**src/hw/rtl/sacache_pkg.sv**
```systemverilog
// Shared types and constants for the set-associative write-back cache.
// Used by the front, back and top-level modules; depends on nothing.
`default_nettype none

package sacache_pkg;

  localparam int TAG_W     = 32;
  localparam int SET_W     = 13;
  localparam int OFF_W     = 10;
  localparam int SIZE_W    = 4;
  localparam int CNT_W     = 32;
  localparam int CFG_W     = 4;
  localparam int IB_CAP    = 13;
  localparam int OB_CAP    = 10;
  localparam int PADDR_W   = 4;
  localparam int PDATA_W   = 32;
  localparam int REG_IDX_W = 2;

  localparam logic [REG_IDX_W-1:0] REG_INDEX_BITS  = 2'd0;
  localparam logic [REG_IDX_W-1:0] REG_WAYS        = 2'd1;
  localparam logic [REG_IDX_W-1:0] REG_OFFSET_BITS = 2'd2;

  typedef enum logic [1:0] {
    ERR_NONE  = 2'd0,
    ERR_SIZE  = 2'd1,
    ERR_ALIGN = 2'd2
  } err_code_t;

  typedef enum logic [1:0] {
    BK_CLEAR,
    BK_IDLE,
    BK_LOOKUP
  } back_state_t;

  typedef struct packed {
    logic              func;
    logic [SIZE_W-1:0] access_size;
    logic [TAG_W-1:0]  address;
  } in_t;

  // Configuration after saturation to the supported ranges.
  typedef struct packed {
    logic [CFG_W-1:0] index_bits;
    logic [CFG_W-1:0] ways;
    logic [CFG_W-1:0] offset_bits;
  } cfg_eff_t;

  // Classified access travelling from the front to the back.
  typedef struct packed {
    err_code_t        error_code;
    logic             func;
    logic [CFG_W-1:0] nways;
    logic [TAG_W-1:0] tag;
    logic [SET_W-1:0] set_index;
    logic [OFF_W-1:0] byte_offset;
  } item_t;

  typedef struct packed {
    err_code_t        error_code;
    logic             hit;
    logic [1:0]       mem_refs;
    logic [TAG_W-1:0] tag_out;
    logic [SET_W-1:0] set_index;
    logic [OFF_W-1:0] byte_offset;
    logic [CNT_W-1:0] ref_number;
    logic [CNT_W-1:0] hit_total;
    logic [CNT_W-1:0] miss_total;
  } out_t;

endpackage

`default_nettype wire

```
**src/hw/rtl/sacache_front.sv**
```systemverilog
// Front end: accepts accesses, checks size and alignment and splits the address.
// Depends on sacache_pkg; feeds the queue in front of sacache_back.
`default_nettype none

module sacache_front (
  input  logic                  push,
  output logic                  full,
  input  sacache_pkg::in_t      in_data,
  input  sacache_pkg::cfg_eff_t cfg,
  input  logic                  clearing,
  input  logic                  q_full,
  output logic                  q_push,
  output sacache_pkg::item_t    q_data
);
  import sacache_pkg::*;

  logic             size_ok;
  logic             misaligned;
  logic [TAG_W-1:0] ones;
  logic [TAG_W-1:0] above_off;
  logic [4:0]       tag_shift;

  assign full   = clearing || q_full;
  assign q_push = push && !full;
  assign ones   = '1;

  always_comb begin
    size_ok    = in_data.access_size inside {4'd1, 4'd2, 4'd4, 4'd8};
    misaligned = (in_data.address[2:0] & (in_data.access_size[2:0] - 3'd1)) != 3'd0;
    above_off  = in_data.address >> cfg.offset_bits;
    tag_shift  = {1'b0, cfg.offset_bits} + {1'b0, cfg.index_bits};

    q_data       = '0;
    q_data.func  = in_data.func;
    q_data.nways = cfg.ways;
    if (!size_ok) begin
      q_data.error_code = ERR_SIZE;
    end else if (misaligned) begin
      q_data.error_code = ERR_ALIGN;
    end else begin
      q_data.error_code  = ERR_NONE;
      q_data.byte_offset = OFF_W'(in_data.address & ~(ones << cfg.offset_bits));
      q_data.set_index   = SET_W'(above_off & ~(ones << cfg.index_bits));
      q_data.tag         = in_data.address >> tag_shift;
    end
  end

endmodule

`default_nettype wire

```
**config.mk**
```make
export PLATFORM = sky130hd
export DESIGN_NAME = sacache_front
export DESIGN_NICKNAME = d
export VERILOG_FILES = /design/src/hw/rtl/sacache_pkg.sv /design/src/hw/rtl/sacache_front.sv
export SDC_FILE = /design/constraint.sdc
export NUM_CORES = 1
export LEC_CHECK = 0
export ABC_AREA = 1
export BUFFER_PORTS_ARGS = -buffer_cell sky130_fd_sc_hd__buf_2
export CAP_MARGIN = 20
export CORE_MARGIN = 2
export CORE_UTILIZATION = 30
export DETAILED_ROUTE_END_ITERATION = 10
export SLEW_MARGIN = 20
export SYNTH_ARGS = -nofsm -noshare
export SYNTH_HDL_FRONTEND = slang
export SYNTH_SLANG_ARGS = --single-unit
```
**constraint.sdc**
```tcl
create_clock -name vclk -period 2.5
set_input_delay 0.125 -clock vclk [all_inputs]
set_output_delay 0.125 -clock vclk [all_outputs]
set_load 0.1 [all_outputs]
```
==> metrics list <==
* Status: complete, no violations
* Maximum clock rate: 0.421 GHz
- Power density relative to cell area: 344 nW/µm²
* Grt total ovfl: 0
- Mean routed wirelength per cell: 13.5 µm
- Element type at the critical path end: output pin
- Share of power burned in the clock network: 0%
* Headroom to the max-slew limit: 63.7%
- Int Power: 548 µW
- Global-route wire length before repair: 21100 µm
- Buffers placed on the I/O ports in this run total 106.
* Mean number of vias per cell: 5.17
- Buffers added to address setup during post-CTS repair amount to 0.
- Tightest Pin Transition: 0.544 ns
- In this run, placement finished with an instance count of 941.
- Per report_power, the combinational group accounts for 100.0% of the total.
- Average instance area after synthesis: 4.60 µm²
- After the last flow step, the layout net total stands at 864.
* Netlist cell types: 31
- Critical-path maximum fanout: 31
* Number of antenna repair diodes: 0
- The mapped netlist covers 3320 µm².
- Final worst path period need: 2.37 ns
- Counting both buffers and inverters, the worst setup path holds a total of 6.
* Die Wd: 109 µm
- VDD sags by at most 0.143 mV.
* Delay contributed by the slowest stage of the critical path: 0.56 ns
- Setup violations remaining at the end of the flow were counted as 0.
* Synth-to-layout area growth: 53.5%
* Final period util: 95.0%
- The critical path in this run is classified as in2out.
- In the final timing run, aggregate negative setup slack is 0 ns.
- Mapped Nets: 783
- Synth warn: 0
- Number of instances in the synthesized netlist: 722
* Crit path cell chain: buf_2 > ha_2 > inv_1 > fa_2 > inv_1 > buf_12 > nand3_1 > nand3_1 > nand2_1 > nand2_1 > o21ai_0 > nand2_1 > inv_1 > buf_12
- DRC violations left: 0
* Min-delay worst type: in2out
* RSZ-0062 raised after global routing: true
* Num sequential: 0
- Standby leakage power: 0.00241 µW
- The routed layout has 4869 vias.
- The via count of the first global-routing pass was 4523.
- The placed instances occupy a cell area of 5060 µm².
- Die area: 11900 µm²
- Commonest non-fill, non-tap cells in the layout: 283 x sky130_fd_sc_hd__nand2_1, 166 x sky130_fd_sc_hd__nand3_1, 55 x sky130_fd_sc_hd__buf_2, 54 x sky130_fd_sc_hd__buf_12, 45 x sky130_fd_sc_hd__inv_1
* Filler Cells Inserted: 1126
- Leaving out fill and tap cells, the most frequent cell in the layout is sky130_fd_sc_hd__nand2_1.
* Number of optimization iterations in the first detailed-route pass: 5
- Sw frac: 68.7%
* Number of pins with negative max-slew slack in the final report: 0
- Pin count of the biggest net entering global routing: 40
* Chip height: 109 µm
- After floorplanning, the core was sized to cover 10800 µm².
- ANT nets after route: 0
- The post-route netlist has 23.7% of its cells at a drive strength greater than 1.
- The finished layout holds 941 standard cells, fillers aside.
* Post-layout instance area: 5090 µm²
* Family with the most delay on the worst path: adder cells
- Hold slack final: 0.250 ns
- Sequential elements use 0% of the synthesized area.
- Wires add up to 12700 µm.
- The congestion estimate from routability-driven global placement came to 0.916.
- Total power for the finished layout comes to 1750 µW.
* HPWL after DPL: 10400 µm
* Flop pwr share: 0%
* Startpoint class of the critical path: primary input
- Initial antenna violation count: 0
- In this run the power spent charging and discharging nets is 1210 µW.
- Standard cell with the maximum stage delay on the critical path: sky130_fd_sc_hd__fa_2
- Data on the critical path arrives at its endpoint at 2.25 ns.
- The layout has 0 clock buffers.
- Standard-cell rows: 38
* Initial cell density of the core: 30.7%
* Final Hold Vio Count: 0
- Area taken by flip-flops and latches: 0 µm²
* Number of top-level design ports: 116
* MaxCap Viol Count: 0
- Required time of the worst setup path: 2.38 ns
- Global-route total usage across every layer: 21.3%
* Detailed router's first-iteration violation count: 349
-- final timing paths --
path | from | end | depth (start not counted)
setup / recovery | cfg[8] | q_data[33] | 14
hold / removal | cfg[6] | q_data[57] | 0
-- synthesized netlist by cell type --
| cell | count | area (µm²) |
|---|---|---|
| sky130_fd_sc_hd__o22ai_1 | 2 | 12.5 |
| sky130_fd_sc_hd__ha_1 | 8 | 100 |
| sky130_fd_sc_hd__nand4_1 | 2 | 12.5 |
| sky130_fd_sc_hd__nand2_4 | 1 | 11.3 |
| sky130_fd_sc_hd__buf_1 | 1 | 3.75 |
| sky130_fd_sc_hd__nand3_1 | 168 | 841 |
| sky130_fd_sc_hd__o21ai_0 | 35 | 175 |
| sky130_fd_sc_hd__buf_6 | 4 | 45.0 |
| sky130_fd_sc_hd__inv_2 | 2 | 7.51 |
| sky130_fd_sc_hd__fa_1 | 1 | 20.0 |
| sky130_fd_sc_hd__nor4_1 | 1 | 6.26 |
| sky130_fd_sc_hd__o21ai_1 | 1 | 5.00 |
| sky130_fd_sc_hd__nor3_2 | 1 | 10.0 |
| sky130_fd_sc_hd__buf_2 | 21 | 105 |
| sky130_fd_sc_hd__o211ai_1 | 8 | 60.1 |
| sky130_fd_sc_hd__a21oi_2 | 1 | 8.76 |
| sky130_fd_sc_hd__a21oi_1 | 34 | 170 |
| sky130_fd_sc_hd__nor2_2 | 1 | 6.26 |
| sky130_fd_sc_hd__or2_2 | 5 | 31.3 |
| sky130_fd_sc_hd__inv_4 | 1 | 6.26 |
| sky130_fd_sc_hd__clkinv_1 | 1 | 3.75 |
| sky130_fd_sc_hd__clkbuf_1 | 11 | 41.3 |
| sky130_fd_sc_hd__inv_1 | 45 | 169 |
| sky130_fd_sc_hd__nand2_2 | 2 | 12.5 |
| sky130_fd_sc_hd__o2111ai_1 | 1 | 8.76 |
| sky130_fd_sc_hd__nor2_1 | 54 | 203 |
| sky130_fd_sc_hd__nor3_1 | 9 | 45.0 |
| sky130_fd_sc_hd__a31oi_4 | 1 | 21.3 |
| sky130_fd_sc_hd__nand2_1 | 286 | 1070 |
| sky130_fd_sc_hd__buf_4 | 12 | 90.1 |
| sky130_fd_sc_hd__and2_1 | 2 | 12.5 |
-- power by group through the flow --
stage | Combinational, µW | Sequential, µW | Clock (µW)
after floorplan | 1300 | 0 | 0
after global placement | 1720 | 0 | 0
after detailed placement | 1720 | 0 | 0
after CTS | 1730 | 0 | 0
after global routing | 1910 | 0 | 0
final | 1750 | 0 | 0
-- timing repair --
action | CTS | global route
hold buffers | 0 | 0
endpoints found under the setup margin | 0 | 18
gates resized for setup | 0 | 10
-- stage by stage --
stage                     worst slack (ns)  util, %
after CTS                           0.0941     46.9
final                                0.125     47.2
after floorplan                     -0.683        -
after global routing              -0.00106     47.2
after global placement              0.0929     46.9
after detailed placement            0.0958     46.9
-- cells by family (layout without fill, tap and decap cells) --
| group | Yosys count | after routing | synth area share, % |
|---|---|---|---|
| AOI/OAI and AO/OA | 83 | 83 | 13.9 |
| and+or+nand+nor | 532 | 532 | 68.3 |
| adders and majority gates | 9 | 9 | 3.62 |
| buffers and inverters | 98 | 177 | 14.2 |
-- layer usage --
layer  wire length, µm  global-route usage [%]  share of wire, %
met1              5860                    30.1                46
met2              6030                    36.6                47
met3               748                    1.43               5.9
met4                53                    1.90              0.42
met5                 0                       0                 0
-- final cells by class --
type	instances	area [µm²]	share of cell area, %
tap	140	175	3.44
timing repair buffer	128	1500	29.4
inverter	49	186	3.66
multi-input combinational	624	3230	63.5
Power figures use the tool's default switching activity.
