<file path="config.mk">
export PLATFORM = sky130hd
export DESIGN_NAME = sacache_fifo
export DESIGN_NICKNAME = d
export VERILOG_FILES = /design/src/hw/rtl/sacache_fifo.sv
export SDC_FILE = /design/constraint.sdc
export NUM_CORES = 1
export LEC_CHECK = 0
export ABC_AREA = 1
export BUFFER_PORTS_ARGS = -buffer_cell sky130_fd_sc_hd__buf_2
export CAP_MARGIN = 10
export CORE_MARGIN = 2
export CORE_UTILIZATION = 40
export CTS_BUF_LIST = sky130_fd_sc_hd__clkbuf_4 sky130_fd_sc_hd__clkbuf_8
export CTS_CLUSTER_SIZE = 12
export DETAILED_ROUTE_END_ITERATION = 10
export GPL_ROUTABILITY_DRIVEN = 1
export PLACE_DENSITY = 0.73
export SETUP_SLACK_MARGIN = 0.1
export SLEW_MARGIN = 30
export SYNTH_ARGS = -nofsm -noshare
export SYNTH_HDL_FRONTEND = slang
export SYNTH_SLANG_ARGS = --single-unit
</file>
<file path="constraint.sdc">
create_clock -name clk -period 1.2 [get_ports clk]
set_input_delay 0.24 -clock clk [delete_from_list [all_inputs] [get_ports clk]]
set_output_delay 0.24 -clock clk [all_outputs]
set_load 0.02 [all_outputs]
</file>
<file path="src/hw/rtl/sacache_fifo.sv">
// Small synchronous queue used between the front and back and on the result side.
// Stand-alone; the payload is a flat vector of WIDTH bits.
`default_nettype none

module sacache_fifo #(
  parameter int WIDTH = 8,
  parameter int DEPTH = 2
) (
  input  logic             clk,
  input  logic             rst_n,
  input  logic             push,
  input  logic [WIDTH-1:0] wdata,
  output logic             full,
  input  logic             pop,
  output logic [WIDTH-1:0] rdata,
  output logic             empty
);

  localparam int PTR_W = (DEPTH > 1) ? $clog2(DEPTH) : 1;
  localparam int CNT_W = $clog2(DEPTH + 1);

  logic [WIDTH-1:0] store_r [DEPTH];
  logic [PTR_W-1:0] wr_ptr_r, wr_ptr_nxt;
  logic [PTR_W-1:0] rd_ptr_r, rd_ptr_nxt;
  logic [CNT_W-1:0] count_r, count_nxt;
  logic             do_push, do_pop;

  assign full    = (count_r == CNT_W'(DEPTH));
  assign empty   = (count_r == '0);
  assign do_push = push && !full;
  assign do_pop  = pop && !empty;
  assign rdata   = store_r[rd_ptr_r];

  always_comb begin
    wr_ptr_nxt = wr_ptr_r;
    rd_ptr_nxt = rd_ptr_r;
    count_nxt  = count_r;
    if (do_push) begin
      wr_ptr_nxt = (wr_ptr_r == PTR_W'(DEPTH - 1)) ? '0 : wr_ptr_r + 1'b1;
    end
    if (do_pop) begin
      rd_ptr_nxt = (rd_ptr_r == PTR_W'(DEPTH - 1)) ? '0 : rd_ptr_r + 1'b1;
    end
    if (do_push && !do_pop) begin
      count_nxt = count_r + 1'b1;
    end else if (do_pop && !do_push) begin
      count_nxt = count_r - 1'b1;
    end
  end

  always_ff @(posedge clk) begin
    if (!rst_n) begin
      wr_ptr_r <= '0;
      rd_ptr_r <= '0;
      count_r  <= '0;
    end else begin
      wr_ptr_r <= wr_ptr_nxt;
      rd_ptr_r <= rd_ptr_nxt;
      count_r  <= count_nxt;
    end
  end

  always_ff @(posedge clk) begin
    if (do_push) begin
      store_r[wr_ptr_r] <= wdata;
    end
  end

endmodule

`default_nettype wire

</file>
==> Flow_metrics.wiki, run 1 <==
{| class="wikitable"
! Metric !! Value
|-
| Clock sink count || 21
|-
| Reg clk slew, reported paths || 0.11 ns
|-
| Data required time of the critical path || 0.96 ns
|-
| Post-Synthesis Mean Instance Area || 13.1 um2
|-
| Crit share post-route || 122%
|-
| Total power per unit cell area || 2150 nW/um2
|-
| Cell leakage power || 0.528 nW
|-
| Floorplan die area || 2440 um2
|-
| Worst Slack Setup Final || -0.259 ns
|-
| Horiz. Die Dim || 49.4 um
|-
| DRT Pass-1 Iters || 4
|-
| Clock tree from TritonCTS || done
|-
| Starting density of the core || 42.4%
|-
| Syn Inst Count || 63
|-
| Max Transition Viols Final || 0
|-
| CTS Buffer Depth || 2
|-
| Worst Path Max Fanout || 8
|-
| Kind of start point of the critical path || flop
|-
| Pin count of the biggest net entering global routing || 12
|-
| Routed wirelength normalized by instance count || 13.3 um
|-
| Crit. End Element || output port
|-
| Share of post-route cells with drive strength above 1 || 62.9%
|-
| Count of yosys warnings during synthesis || 0
|-
| Wire length of the first global-routing pass || 2.63 mm
|-
| Clock latency at the later pin of the worst-skew pair || 0.29 ns
|-
| Largest vdd supply drop || 0.00157 V
|-
| Via count || 571
|-
| Result of the run || complete, but fails checks
|-
| Port-buffer cells || 21
|-
| Unique masters post-synth || 15
|-
| Most frequent cells in the layout || sky130_fd_sc_hd__buf_6, sky130_fd_sc_hd__edfxtp_1, sky130_fd_sc_hd__buf_2, sky130_fd_sc_hd__mux2_4, sky130_fd_sc_hd__nor2_1
|-
| Sum Neg Setup Slack || -2.20 ns
|-
| Number of buffers inserted for hold repair after clock tree synthesis || 0
|-
| Number of max-cap violations || 0
|-
| Min-delay worst type || in -> reg
|-
| Headroom to the max-slew limit || 88.7%
|-
| RSZ-0062 raised after global routing || yes
|-
| Number of global-route vias before repair || 590
|-
| Violation count after the first detailed-route iteration || 3
|-
| Detailed placer's ending HPWL || 1.09 mm
|-
| Fin crit period || 1.46 ns
|-
| Most area-hungry cell type in the Yosys netlist || sky130_fd_sc_hd__edfxtp_1
|-
| Slew at the pin closest to its max-slew limit || 0.169 ns
|-
| Combined area of all synthesized cells || 823 um2
|-
| Number of nets in the layout || 111
|-
| Vias per Instance || 4.60
|-
| Routability-driven placement congestion ratio || 0.668
|-
| Number of endpoints with negative hold slack in the final report || 0
|-
| Vert. Die Dim || 49.4 um
|-
| Number of antenna-violating nets in the routed design || 0
|-
| Synthesis-to-finish area growth || 53.3%
|-
| Grt ovf || 0
|-
| Worst hold slack || 0.125 ns
|-
| Drt total wl || 1.64 mm
|-
| Proportion of synthesized chip area in sequential cells || 70.5%
|-
| Number of inserted diodes || 0
|-
| Worst setup skew after layout || 0.00458 ns
|-
| Core area || 1940 um2
|-
| Syn nets || 76
|-
| Total number of placement rows || 16
|-
| Worst r2r path cells || 10
|-
| Area share of the largest cell type after synthesis || 58.4%
|-
| Antenna violations before repair || 0
|-
| I/O pin count || 22
|-
| Seq cells post-synth || 21
|-
| Total global routing track utilization || 14.6%
|-
| Violated checks || setup timing
|-
| Crit Path Class || reg -> out
|-
| Maximum clock rate || 685 MHz
|-
| Count of H-tree levels built during CTS || 1
|-
| TritonCTS Buffers || 3
|-
| Crit path DAT || 1.22 ns
|-
| Endpoints failing setup || 11
|-
| Clock Tree Root || sky130_fd_sc_hd__clkbuf_4
|-
| Hold Crit Depth || 1
|-
| Dominant cells by area after synthesis || sky130_fd_sc_hd__edfxtp_1, sky130_fd_sc_hd__dfxtp_1, sky130_fd_sc_hd__mux2_2
|-
| Remaining routing DRC violations || 0
|}
==> synth_stat cells <==
master and n:
sky130_fd_sc_hd__a21oi_1 1, sky130_fd_sc_hd__buf_2 1, sky130_fd_sc_hd__dfxtp_1 5, sky130_fd_sc_hd__edfxtp_1 16
sky130_fd_sc_hd__ha_1 1, sky130_fd_sc_hd__inv_1 8, sky130_fd_sc_hd__inv_2 1, sky130_fd_sc_hd__mux2_2 8
sky130_fd_sc_hd__nand2_1 6, sky130_fd_sc_hd__nand3_1 1, sky130_fd_sc_hd__nand4_1 1, sky130_fd_sc_hd__nor2_1 10
sky130_fd_sc_hd__nor2_2 1, sky130_fd_sc_hd__o21ai_0 2, sky130_fd_sc_hd__o21ai_2 1
==> registers in the layout (all words and copies together), names as in the netlist, named ones only <==
| signal | count |
|---|---|
| store_r | 16 |
| count_r | 2 |
| rd_ptr_r | 1 |
| wr_ptr_r | 1 |
==> layout make-up <==
type	count	area, um2
inverters	9	33.8
repair buffers	31	278
flip-flops and latches	21	587
fillers	166	679
clock buffers	4	30.0
multi-input cells	32	300
well taps	27	33.8
==> critical path, stage by stage, from the launching register on <==
cell and delay, ns:
sky130_fd_sc_hd__dfxtp_2 0.36, sky130_fd_sc_hd__buf_12 0.13, sky130_fd_sc_hd__mux2_4 0.31, sky130_fd_sc_hd__buf_6 0.13
==> repair_timing <==
action | CTS | global route
pin swaps | 0 | 3
resized for setup | 45 | 2
hold endpoints to repair | 0 | 0
setup endpoints to repair | 28 | 28
buffers inserted | 2 | 0
==> where the power goes <==
| group | internal (mW) | switching [mW] | total (mW) |
|---|---|---|---|
| sequential | 0.944 | 0.0944 | 1.04 |
| combinational | 0.702 | 0.632 | 1.33 |
| clock | 0.152 | 0.197 | 0.349 |
==> path summary, 6_finish.rpt <==
| path | slack, ns | start | endpoint |
|---|---|---|---|
| max | -0.26 | flop | rdata[3] |
| min | 0.12 | wdata[6] | store_r[0][6] |
| max reg2reg | -0.03 | count_r[1] | count_r[1] |
| min reg2reg | 0.52 | rd_ptr_r | rd_ptr_r |
==> metal layers <==
layer / share of wire [%] / GRT usage [%] / vias up / routed length [um]
met1: 37 / 15.3 / 273 / 604
li1: - / - / 282 / -
met4: 1.0 / 4.29 / 0 / 17
met2: 58 / 28.4 / 14 / 947
met5: 0 / 0 / - / 0
met3: 4.5 / 3.37 / 2 / 74
==> cell families after synthesis <==
kind of cell / synth area share [%]
AO/OA/AOI/OAI: 2.89
adder cells (fa/ha/maj): 1.52
buffers and inverters: 4.71
flip-flops: 70.5
multiplexers: 10.9
AND/OR/NAND/NOR: 9.42
==> stage by stage <==
stage	setup slack [ns]	utilization, %	std cells	area [um2]	total power, mW
2_1_floorplan	-0.0118	-	63	851	1.61
4_1_cts	-0.280	64.6	124	1250	2.70
3_5_place_dp	-0.0272	54.4	118	1060	1.96
6_report	-0.259	65.0	124	1260	2.72
5_1_grt	-0.304	65.0	124	1260	2.86
3_3_place_gp	0.00549	54.4	118	1060	1.92
Note: power is estimated with default switching activity, not from simulation.
==> run 2, diff against run 1 <==
--- a/config.mk
+++ b/config.mk
@@ -9,12 +9,12 @@
 export BUFFER_PORTS_ARGS = -buffer_cell sky130_fd_sc_hd__buf_2
 export CAP_MARGIN = 10
 export CORE_MARGIN = 2
-export CORE_UTILIZATION = 40
+export CORE_UTILIZATION = 47
 export CTS_BUF_LIST = sky130_fd_sc_hd__clkbuf_4 sky130_fd_sc_hd__clkbuf_8
 export CTS_CLUSTER_SIZE = 12
 export DETAILED_ROUTE_END_ITERATION = 10
 export GPL_ROUTABILITY_DRIVEN = 1
-export PLACE_DENSITY = 0.73
+export PLACE_DENSITY = 0.82
 export SETUP_SLACK_MARGIN = 0.1
 export SLEW_MARGIN = 30
 export SYNTH_ARGS = -nofsm -noshare
==> constraint.sdc (replaced) <==
create_clock -name clk -period 1.2 [get_ports clk]
set_input_delay 0.06 -clock clk [delete_from_list [all_inputs] [get_ports clk]]
set_output_delay 0.06 -clock clk [all_outputs]
set_load 0.02 [all_outputs]
==> run 2 against run 1 <==
  * The flow still finishes with violations (setup timing)
  * Core utilization up 14 points
  * Cell area up 5.2%
  * Sequential power about the same
  * Non-clock buffer count up 9
==> Flow_metrics.wiki, run 2 (synthesis gave the netlist of run 1 again) <==
{| class="wikitable"
! Metric !! Value
|-
| Crit. End Element || output port
|-
| Core area || 1690 um2
|-
| # placed instances || 106
|-
| CTS Buffer Depth || 2
|-
| Crit path DAT || 1.23 ns
|-
| Combinational group share of total power || 49.0%
|-
| Total number of placement rows || 15
|-
| Routed wirelength normalized by instance count || 15.5 um
|-
| Share of post-route cells with drive strength above 1 || 58.5%
|-
| Clock sink count || 21
|-
| Largest incremental delay on the critical path || 0.36 ns
|-
| Pin count of the biggest net entering global routing || 12
|-
| Fraction of power spent switching nets || 34.1%
|-
| Remaining routing DRC violations || 0
|-
| Starting density of the core || 48.7%
|-
| Area of all placed cells without fillers || 1330 um2
|-
| Grt ovf || 0
|-
| Max Transition Viols Final || 0
|-
| Number of global-route vias before repair || 625
|-
| Share of total power in sequential cells || 38.5%
|-
| Cell leakage power || 0.563 nW
|-
| Hold Crit Depth || 3
|-
| Reg clk slew, reported paths || 0.11 ns
|-
| Min-delay worst type || in -> reg
|-
| Crit share post-route || 108%
|-
| Overall power of the completed layout || 2.73 mW
|-
| Worst setup skew after layout || 0.00508 ns
|-
| Critical path cell sequence || buf_12 > mux2_4 > buf_6
|-
| Violated checks || setup timing
|-
| Clock power share || 12.6%
|-
| Synthesis-to-finish area growth || 61.2%
|-
| Multi-input gate area || 295 um2
|-
| Port-buffer cells || 21
|-
| Reg2reg end || count_r[1]
|-
| Net switching power figure || 0.932 mW
|-
| Worst Slack Setup Final || -0.0911 ns
|-
| Wire length of the first global-routing pass || 2.64 mm
|-
| Via count || 615
|-
| Area after DPL || 1030 um2
|-
| Sum Neg Setup Slack || -0.748 ns
|-
| Number of flip-flops under the largest register name || 16
|-
| Largest vdd supply drop || 0.00125 V
|-
| Data required time of the critical path || 1.14 ns
|-
| Headroom to the max-slew limit || 84.3%
|-
| Maximum clock rate || 775 MHz
|-
| Number of max-cap violations || 0
|-
| Int Power || 1.80 mW
|-
| Total global routing track utilization || 18.9%
|-
| Fin crit period || 1.29 ns
|-
| Slew at the pin closest to its max-slew limit || 0.234 ns
|-
| Drt total wl || 1.90 mm
|-
| Startpoint of the worst register-to-register path || count_r[1]
|-
| Antenna violations before repair || 0
|-
| Worst r2r path cells || 9
|-
| Most common cell after layout, fill and taps aside || sky130_fd_sc_hd__edfxtp_1
|-
| Result of the run || complete, but fails checks
|-
| Floorplan die area || 2100 um2
|-
| Routability-driven placement congestion ratio || 0.679
|-
| Endpoints failing setup || 10
|-
| Minimum setup slack after placement || -0.0282 ns
|-
| Hold Path Sink || count_r[0]
|-
| Number of nets in the layout || 120
|-
| Number of inserted diodes || 0
|-
| Layout fillers || 100
|-
| Routed length on met2 || 1.15 mm
|-
| Kind of start point of the critical path || flop
|-
| Clock tree from TritonCTS || done
|-
| Crit Path Class || reg -> out
|-
| Storage cell area || 589 um2
|-
| Routed length on met1 || 651 um
|-
| Vias per Instance || 5.00
|-
| I/O pin count || 22
|-
| RSZ-0062 raised after global routing || yes
|-
| Worst hold slack || 0.0286 ns
|-
| DR top layer || met4
|-
| Clock Tree Root || sky130_fd_sc_hd__clkbuf_4
|-
| Critical hold path startpoint || rst_n
|-
| Violation count after the first detailed-route iteration || 14
|-
| Detailed placer's ending HPWL || 982 um
|-
| Clock latency at the later pin of the worst-skew pair || 0.29 ns
|-
| TritonCTS Buffers || 3
|-
| Worst Path Max Fanout || 8
|-
| Crit path max-delay cell type || sky130_fd_sc_hd__dfxtp_2
|-
| Number of antenna-violating nets in the routed design || 0
|-
| Largest registers || store_r x16, count_r x2
|-
| DRT Pass-1 Iters || 4
|-
| Number of endpoints with negative hold slack in the final report || 0
|-
| Non-filler cells, final || 123
|-
| Reg2reg setup slack || -0.07 ns
|-
| Most frequent cells in the layout || sky130_fd_sc_hd__edfxtp_1, sky130_fd_sc_hd__buf_6, sky130_fd_sc_hd__buf_2, sky130_fd_sc_hd__mux2_4, sky130_fd_sc_hd__dlygate4sd3_1
|-
| Met3 wire len || 84 um
|-
| Horiz. Die Dim || 45.9 um
|-
| Vert. Die Dim || 45.9 um
|-
| Largest register by flop count || store_r
|-
| Count of H-tree levels built during CTS || 1
|-
| Total power per unit cell area || 2060 nW/um2
|-
| Final standard cell utilization of the core || 78.6%
|}
## run 2: cell count changes in the layout (fill, tap and decap cells not counted)
| cell | previous run | this run |
|---|---|---|
| sky130_fd_sc_hd__dlygate4sd3_1 | 0 | 8 |
| sky130_fd_sc_hd__buf_4 | 3 | 5 |
| sky130_fd_sc_hd__buf_6 | 16 | 14 |
| sky130_fd_sc_hd__nor2_2 | 0 | 2 |
| sky130_fd_sc_hd__buf_2 | 11 | 12 |
| sky130_fd_sc_hd__dfxtp_2 | 2 | 1 |
| sky130_fd_sc_hd__dfxtp_4 | 1 | 2 |
| sky130_fd_sc_hd__inv_2 | 5 | 4 |
| sky130_fd_sc_hd__inv_4 | 0 | 1 |
| sky130_fd_sc_hd__nand2_1 | 5 | 6 |
| sky130_fd_sc_hd__nand2_2 | 1 | 0 |
| sky130_fd_sc_hd__nor2_1 | 6 | 5 |
| sky130_fd_sc_hd__nor2_4 | 5 | 4 |
## run 2: metal layers
layer	vias to the layer above	GRT usage, %
li1	296	-
met4	0	8.57
met3	2	4.37
met1	300	16.0
met2	17	39.2
met5	-	0
## run 2: critical path: cells and delay by family (launching register included)
| family | cells | cell delay, ns |
|---|---|---|
| buffers and inverters | 2 | 0.26 |
| muxes | 1 | 0.31 |
| DFF | 1 | 0.36 |
## run 2: area by class of cell
class                           count  share of cell area (%)
Sequential cell                    21                    44.4
Timing Repair Buffer               40                    26.8
Multi-Input combinational cell     32                    22.2
Inverter                            9                    2.73
Clock buffer                        4                    2.26
Tap cell                           17                    1.60
## run 2: power by group through the flow
| stage | logic [mW] | clock network, mW | registers [mW] |
|---|---|---|---|
| floorplan | 0.592 | 0 | 1.01 |
| global placement | 0.857 | 0 | 1.03 |
| detailed placement | 0.882 | 0 | 1.04 |
| CTS | 1.21 | 0.351 | 1.05 |
| finish | 1.34 | 0.344 | 1.05 |
| global route | 1.44 | 0.369 | 1.06 |
## run 2: worst max path at each step
stage | start | to | cells after the start
after detailed placement | count_r[1] | count_r[1] | 9
after global placement | count_r[1] | count_r[1] | 8
final | flop | rdata[1] | 3
after floorplan | count_r[1] | store_r[1][0] | 3
after CTS | flop | rdata[1] | 3
after global routing | count_r[1] | count_r[1] | 9
## run 2: what timing repair did
item,CTS,global route
setup buffers,2,5
endpoints found under the setup margin,27,27
hold buffers,8,0
gates resized for setup,42,5
pin swaps,4,9
cloned,0,0
endpoints found under the hold margin,16,0
